`config.mk`:
```
export PLATFORM = sky130hd
export DESIGN_NAME = intel_hex_record_parser_top
export DESIGN_NICKNAME = d
export VERILOG_FILES = /design/src/hdl/ihex_pkg.sv /design/src/hdl/intel_hex_record_parser_top.sv
export SDC_FILE = /design/constraint.sdc
export NUM_CORES = 1
export LEC_CHECK = 0
export BUFFER_PORTS_ARGS = -buffer_cell sky130_fd_sc_hd__buf_4
export CAP_MARGIN = 20
export CORE_ASPECT_RATIO = 1.1
export CORE_MARGIN = 2
export CORE_UTILIZATION = 44
export CTS_CLUSTER_DIAMETER = 40
export DETAILED_ROUTE_END_ITERATION = 6
export GPL_ROUTABILITY_DRIVEN = 0
export PLACE_DENSITY = 0.74
export SLEW_MARGIN = 20
export SYNTH_ARGS = -nofsm -noshare
export SYNTH_HDL_FRONTEND = slang
export SYNTH_SLANG_ARGS = --single-unit
```
`constraint.sdc`:
```
create_clock -name clk_i -period 12.84 [get_ports clk_i]
set_input_delay 3.852 -clock clk_i [delete_from_list [all_inputs] [get_ports clk_i]]
set_output_delay 3.852 -clock clk_i [all_outputs]
set_load 0.03 [all_outputs]
```
`src/hdl/ihex_pkg.sv`:
```
// Shared types and codes for the hex record parser.
`timescale 1ns / 1ps

package ihex_pkg;

  // Line parsing phase, one-hot.
  typedef enum logic [4:0] {
    PH_START = 5'b00001,
    PH_HEAD  = 5'b00010,
    PH_DATA  = 5'b00100,
    PH_OFFS  = 5'b01000,
    PH_SKIP  = 5'b10000
  } phase_e;

  // Result kinds.
  localparam logic [1:0] RK_WRITE = 2'd0;
  localparam logic [1:0] RK_DONE  = 2'd1;
  localparam logic [1:0] RK_ERROR = 2'd2;

  // Error codes.
  localparam logic [2:0] ERR_START = 3'd0;
  localparam logic [2:0] ERR_HEX   = 3'd1;
  localparam logic [2:0] ERR_SHORT = 3'd2;
  localparam logic [2:0] ERR_TYPE  = 3'd3;
  localparam logic [2:0] ERR_NOEND = 3'd4;

  // Record types.
  localparam logic [7:0] REC_DATA    = 8'h00;
  localparam logic [7:0] REC_EOF     = 8'h01;
  localparam logic [7:0] REC_SEG_OFS = 8'h02;
  localparam logic [7:0] REC_LIN_OFS = 8'h04;

  // Characters.
  localparam logic [7:0] CH_COLON   = 8'h3A;
  localparam logic [7:0] CH_NEWLINE = 8'h0A;

  // Header digit positions at which a byte completes.
  localparam logic [9:0] POS_LEN     = 10'd2;
  localparam logic [9:0] POS_ADDR_HI = 10'd4;
  localparam logic [9:0] POS_ADDR_LO = 10'd6;
  localparam logic [9:0] POS_TYPE    = 10'd8;
  localparam logic [9:0] POS_BODY    = 10'd10;

  // Hex digit decode: bit 4 flags a valid digit, bits 3:0 hold its value.
  function automatic logic [4:0] hex_decode(input logic [7:0] ch);
    logic [4:0] r;
    r = 5'd0;
    if (ch >= 8'h30 && ch <= 8'h39) begin
      r = {1'b1, 4'(ch - 8'h30)};
    end else if (ch >= 8'h41 && ch <= 8'h46) begin
      r = {1'b1, 4'(ch - 8'h37)};
    end else if (ch >= 8'h61 && ch <= 8'h66) begin
      r = {1'b1, 4'(ch - 8'h57)};
    end
    return r;
  endfunction

endpackage

```
`src/hdl/intel_hex_record_parser_top.sv`:
```
// Top level of the hex record parser: character decode, record state and result register.
`timescale 1ns / 1ps

// Takes hex record text one character per word (kind 1 marks end of input) and
// gives one result word per data byte of a data record, one done word at the
// type byte of an end record, or one error word; after done or error the block
// drops all further words until reset. Each word is handled at acceptance:
// the parse state updates and the result lands in the output register, so
// one word per cycle is sustained. A result waiting in the output register
// stalls input only while the sink holds ready low.
module intel_hex_record_parser_top
  import ihex_pkg::*;
(
  input  logic        clk_i,
  input  logic        rst_ni,
  input  logic        in_valid_i,
  output logic        in_ready_o,
  input  logic        kind_i,
  input  logic [7:0]  character_i,
  output logic        out_valid_o,
  input  logic        out_ready_i,
  output logic [1:0]  result_kind_o,
  output logic [32:0] write_address_o,
  output logic [7:0]  write_data_o,
  output logic [2:0]  error_code_o
);

  // Parse state
  phase_e      phase_q, phase_d;
  logic [9:0]  pos_q, pos_d;
  logic [3:0]  hi_nib_q, hi_nib_d;
  logic        hi_bad_q, hi_bad_d;
  logic [7:0]  len_q, len_d;
  logic [15:0] load_q, load_d;
  logic [7:0]  type_q, type_d;
  logic [31:0] offset_q, offset_d;
  logic        halted_q, halted_d;

  // Result register
  logic        out_valid_q;
  logic [1:0]  res_kind_q, res_kind_d;
  logic [32:0] res_addr_q, res_addr_d;
  logic [7:0]  res_data_q, res_data_d;
  logic [2:0]  res_err_q, res_err_d;
  logic        res_fire;

  logic        accept;
  logic [4:0]  dec;
  logic [7:0]  byte_val;
  logic [9:0]  pos_rel;
  logic [8:0]  idx;
  logic [15:0] body;

  assign in_ready_o = !out_valid_q || out_ready_i;
  assign accept     = in_valid_i && in_ready_o;

  assign dec      = hex_decode(character_i);
  assign byte_val = {hi_nib_q, dec[3:0]};
  assign pos_rel  = pos_q - POS_BODY;
  assign idx      = pos_rel[9:1];
  assign body     = {len_q, byte_val};

  // Next state and result for the presented word
  always_comb begin
    phase_d    = phase_q;
    pos_d      = pos_q;
    hi_nib_d   = hi_nib_q;
    hi_bad_d   = hi_bad_q;
    len_d      = len_q;
    load_d     = load_q;
    type_d     = type_q;
    offset_d   = offset_q;
    halted_d   = halted_q;
    res_fire   = 1'b0;
    res_kind_d = RK_ERROR;
    res_addr_d = '0;
    res_data_d = '0;
    res_err_d  = '0;

    if (!halted_q) begin
      if (kind_i) begin
        // end of input
        res_fire = 1'b1;
        halted_d = 1'b1;
        if (phase_q == PH_HEAD || phase_q == PH_DATA || phase_q == PH_OFFS) begin
          res_err_d = ERR_SHORT;
        end else begin
          res_err_d = ERR_NOEND;
        end
      end else if (character_i == CH_NEWLINE) begin
        if (phase_q == PH_SKIP) begin
          phase_d = PH_START;
          pos_d   = '0;
        end else begin
          res_fire  = 1'b1;
          halted_d  = 1'b1;
          res_err_d = (phase_q == PH_START) ? ERR_START : ERR_SHORT;
        end
      end else if (phase_q == PH_START) begin
        if (character_i == CH_COLON) begin
          phase_d = PH_HEAD;
          pos_d   = 10'd1;
        end else begin
          res_fire  = 1'b1;
          halted_d  = 1'b1;
          res_err_d = ERR_START;
        end
      end else if (phase_q != PH_SKIP) begin
        pos_d = pos_q + 10'd1;
        if (pos_q[0]) begin
          // first digit of a pair
          hi_nib_d = dec[3:0];
          hi_bad_d = !dec[4];
        end else if (hi_bad_q || !dec[4]) begin
          res_fire  = 1'b1;
          halted_d  = 1'b1;
          res_err_d = ERR_HEX;
        end else begin
          // a full byte is in
          unique case (phase_q)
            PH_HEAD: begin
              if (pos_q == POS_LEN) begin
                len_d = byte_val;
              end else if (pos_q == POS_ADDR_HI) begin
                load_d = {byte_val, load_q[7:0]};
              end else if (pos_q == POS_ADDR_LO) begin
                load_d = {load_q[15:8], byte_val};
              end else if (pos_q == POS_TYPE) begin
                type_d = byte_val;
                if (byte_val == REC_DATA) begin
                  phase_d = (len_q == 8'd0) ? PH_SKIP : PH_DATA;
                end else if (byte_val == REC_EOF) begin
                  res_fire   = 1'b1;
                  halted_d   = 1'b1;
                  res_kind_d = RK_DONE;
                end else if ((byte_val == REC_SEG_OFS || byte_val == REC_LIN_OFS)
                             && len_q == 8'd2) begin
                  phase_d = PH_OFFS;
                end else begin
                  res_fire  = 1'b1;
                  halted_d  = 1'b1;
                  res_err_d = ERR_TYPE;
                end
              end
            end
            PH_DATA: begin
              res_fire   = 1'b1;
              res_kind_d = RK_WRITE;
              res_addr_d = {1'b0, offset_q} + 33'(load_q) + 33'(idx);
              res_data_d = byte_val;
              if ({1'b0, idx} + 10'd1 >= {2'b00, len_q}) begin
                phase_d = PH_SKIP;
              end
            end
            PH_OFFS: begin
              if (pos_q == POS_BODY) begin
                len_d = byte_val;
              end else begin
                if (type_q == REC_SEG_OFS) begin
                  offset_d = {12'd0, body, 4'd0};
                end else begin
                  offset_d = {body, 16'd0};
                end
                phase_d = PH_SKIP;
              end
            end
            default: begin
            end
          endcase
        end
      end
    end
  end

  // Parse state registers
  always_ff @(posedge clk_i or negedge rst_ni) begin
    if (!rst_ni) begin
      phase_q  <= PH_START;
      pos_q    <= '0;
      hi_nib_q <= '0;
      hi_bad_q <= 1'b0;
      len_q    <= '0;
      load_q   <= '0;
      type_q   <= '0;
      offset_q <= '0;
      halted_q <= 1'b0;
    end else if (accept) begin
      phase_q  <= phase_d;
      pos_q    <= pos_d;
      hi_nib_q <= hi_nib_d;
      hi_bad_q <= hi_bad_d;
      len_q    <= len_d;
      load_q   <= load_d;
      type_q   <= type_d;
      offset_q <= offset_d;
      halted_q <= halted_d;
    end
  end

  // Output valid
  always_ff @(posedge clk_i or negedge rst_ni) begin
    if (!rst_ni) begin
      out_valid_q <= 1'b0;
    end else if (accept) begin
      out_valid_q <= res_fire;
    end else if (out_ready_i) begin
      out_valid_q <= 1'b0;
    end
  end

  // Output payload
  always_ff @(posedge clk_i) begin
    if (accept && res_fire) begin
      res_kind_q <= res_kind_d;
      res_addr_q <= res_addr_d;
      res_data_q <= res_data_d;
      res_err_q  <= res_err_d;
    end
  end

  assign out_valid_o     = out_valid_q;
  assign result_kind_o   = res_kind_q;
  assign write_address_o = res_addr_q;
  assign write_data_o    = res_data_q;
  assign error_code_o    = res_err_q;

endmodule
```
==> flow_metrics.tcl <==
set metrics [dict create \
    peakVddDrop_uv 115 \
    syn_nets 829 \
    synth.area.top_cells "dfrtp_1, edfxtp_1, ha_1" \
    synth_compound_area_frac 0.132 \
    syn_area_mm2 0.00750 \
    p_leak_uw 0.00385 \
    cts-buffers-inserted 17 \
    synth_top_area_share 0.270 \
    rows 50 \
    post_cts_buffers 0 \
    seq_area_frac_synth 0.458 \
    worst_hold_path_type "flop to flop" \
    cp-start-kind "primary input" \
    powerDensity_mw_per_mm2 102 \
    crit_path_end_kind "primary output" \
    required_ns 8.99 \
    yosys_warnings 0 \
    fin_nets 882 \
    wl_um 16300 \
    period_needed_ns 8.21 \
    wl_per_cell_um 15.6 \
    synth_edf_count 46 \
    grt_start_max_net_pins 83 \
    synth_common_cells "nand2_1, dfrtp_1, nor2_1" \
    clock_latency_ns 0.42 \
    synth_top_family_by_area "simple AND/OR/NAND/NOR gates" \
    cts.sinks 128 \
    drc 0 \
    rsz0062_at_grt "false" \
    synth_top_cell_by_area "dfrtp_1" \
    synth_mux_area_frac 0.0519 \
    synth_xor_area_frac 0.0397 \
    diodes 0 \
    synth-main-ff-cell "dfrtp_1" \
    cts_buffer_depth 2 \
    p_total_uw 885 \
    finalCritPeriodShare 0.639 \
    ys_types 74 \
    critical-path-max-stage-delay_ns 0.17 \
    grt-ovfl-total 0 \
    timing.critical_path.mode_cell "buf_4" \
    grt_pass1_vias 5546 \
    drv_cap 0 \
    avgSynthCellArea_um2 9.79 \
    drtPass1Iterations 5 \
    drtAntennaViolNets 0 \
    route.vias.total 5711 \
    hold_viol_final 0 \
    syn_inst 766 \
    die_h_um 141 \
    die_w_um 128 \
    routed_via_density 5.49 \
    core_area_mm2 0.0168 \
    yosys.area_share.adder 0.0894 \
    cpLargestDelayFamily "buffers and inverters" \
    synth_most_common_cell "nand2_1" \
    crit_buf_inv 3 \
    grt_pass1_wl_um 27200 \
    fmax_mhz 122 \
    drt_iter0_drc 517 \
    root_buffer "clkbuf_16" \
    synth-seq-cells 128 \
    htree_levels 4 \
    worstMarginPinSlew_ns 1.08 \
    yosys.area_share.simple 0.191 \
    cp_cell_sequence "buf_4, nor2b_1, inv_1, buf_4" \
    io_buffers 60 \
    cts_tree "done" \
    track_usage 0.191 \
    clk_pin_slew_ns 0.05 \
    antenna_found_initial 0 \
    synthArstFlopShare 0.641 \
    worstPathArrival_ns 4.35 \
    relSlewSlack 0.281 \
    fillers 1512 \
    floorplan.initialDensity 0.446 \
    tns_ns 0 \
    syn_to_final_growth_pct 15.6 \
    num_io_pins 61 \
    dp_hpwl_um 11600 \
    critPathMaxFanout 3 \
    setup_viol 0 \
    run_status "finished, final reports clean" \
    cts_resized 0 \
    slew_violations 0 \
    path_class "primary input to primary output" \
    fin_skew_ns 0.0111 \
    drive_gt1_frac 0.162 \
    die_area_mm2 0.0181 \
    cts_hold_buf 0 \
    crit_path_top_delay_cell "buf_4" \
]
-- through the flow --
step	utilization	setup slack [ns]	area (um^2)	hold WS [ns]	std cells
6_report	0.515	4.63	8670	0.475	1040
5_1_grt	0.515	4.55	8670	0.513	1040
4_1_cts	0.515	4.63	8660	0.475	1040
3_5_place_dp	0.482	4.63	8110	0.463	1008
3_3_place_gp	0.482	4.64	8110	0.454	1008
2_1_floorplan	-	4.85	7500	0.442	766
-- cells in the final DEF, fill, tap and decap left out, types with 7 or more instances in the layout --
cell type	count
nand2_1	95
dfrtp_1	81
nor2_1	67
o21ai_0	66
buf_4	61
edfxtp_1	46
inv_1	44
ha_1	44
a21oi_1	38
mux2_2	22
nor3_1	21
xnor2_1	20
nand3_1	18
clkbuf_16	18
and2_1	15
xor2_1	14
nand4_1	10
nor2b_1	8
nor4_1	8
a211oi_1	8
and3_1	8
or3_1	7
a21o_1	7
-- final cells by class --
| cell class | instances | area, um^2 | area share |
|---|---|---|---|
| clock buffer | 21 | 472 | 0.0544 |
| sequential | 128 | 3430 | 0.396 |
| timing repair buffer | 62 | 469 | 0.0541 |
| multi-input combinational | 565 | 3780 | 0.436 |
| clock inverter | 11 | 81.3 | 0.00938 |
| inverter | 45 | 169 | 0.0195 |
| tap | 208 | 260 | 0.0300 |
-- metal layers --
metal  up-vias  GRT usage  part of all wire
li1       2829          -                 -
met1      2718      0.243              0.45
met2       129      0.318              0.49
met3        35     0.0368             0.036
met4         0     0.0781             0.027
met5         -          0                 0
-- cells by family after synthesis --
group | after synthesis
xor gates and xnor gates | 34
AOI/OAI and AO/OA | 157
adders and majority gates | 50
DFF | 128
buffers and inverters | 73
and+or+nand+nor | 290
muxes | 34
-- worst reg2reg max path, cell delays in order (launching register included) --
cell	delay, ns
dfrtp_1	0.52
inv_1	0.22
ha_1	0.30
nor2b_1	0.22
nor2_1	0.09
xnor2_1	0.42
fa_1	0.52
inv_1	0.08
ha_1	0.26
o21ai_0	0.35
nor3_1	0.13
a2111oi_0	0.61
nor3_1	0.20
o311ai_2	0.68
a211oi_1	0.20
xnor2_1	0.20
nor2_1	0.05
-- power breakdown --
group | internal [uW] | leakage (uW) | total [uW] | switching, uW
registers | 421 | 0.00159 | 421 | 0.0336
clock network | 264 | 0.000269 | 444 | 180
logic | 6.40 | 0.00200 | 19.5 | 13.1
total | 692 | 0.00385 | 885 | 193
-- final timing paths --
path,start,end,slack [ns],depth (start not counted)
setup / recovery,out_ready_i,in_ready_o,4.63,4
hold / removal,type_q[1]$_DFFE_PN0P_,type_q[1]$_DFFE_PN0P_,0.47,2
setup reg to reg,pos_q[1]$_DFFE_PN0P_,write_address_o[24]$_SDFFCE_PP0P_,7.52,16
hold reg to reg,type_q[1]$_DFFE_PN0P_,type_q[1]$_DFFE_PN0P_,0.47,2
max in group asynchronous,rst_ni,phase_q[1]$_DFFE_PN0P_,8.88,1
min in group asynchronous,rst_ni,offset_q[28]$_DFFE_PN0P_,3.48,1
-- sequential cells by signal (all words and copies together), names as in the netlist --
register / flops
write_address_o: 33
offset_q: 28
load_q: 16
pos_q: 10
len_q: 8
type_q: 8
write_data_o: 8
phase_q: 5
hi_nib_q: 4
error_code_o: 3
result_kind_o: 2
halted_q: 1
hi_bad_q: 1
out_valid_o: 1
(Power assumes the default switching activity.)
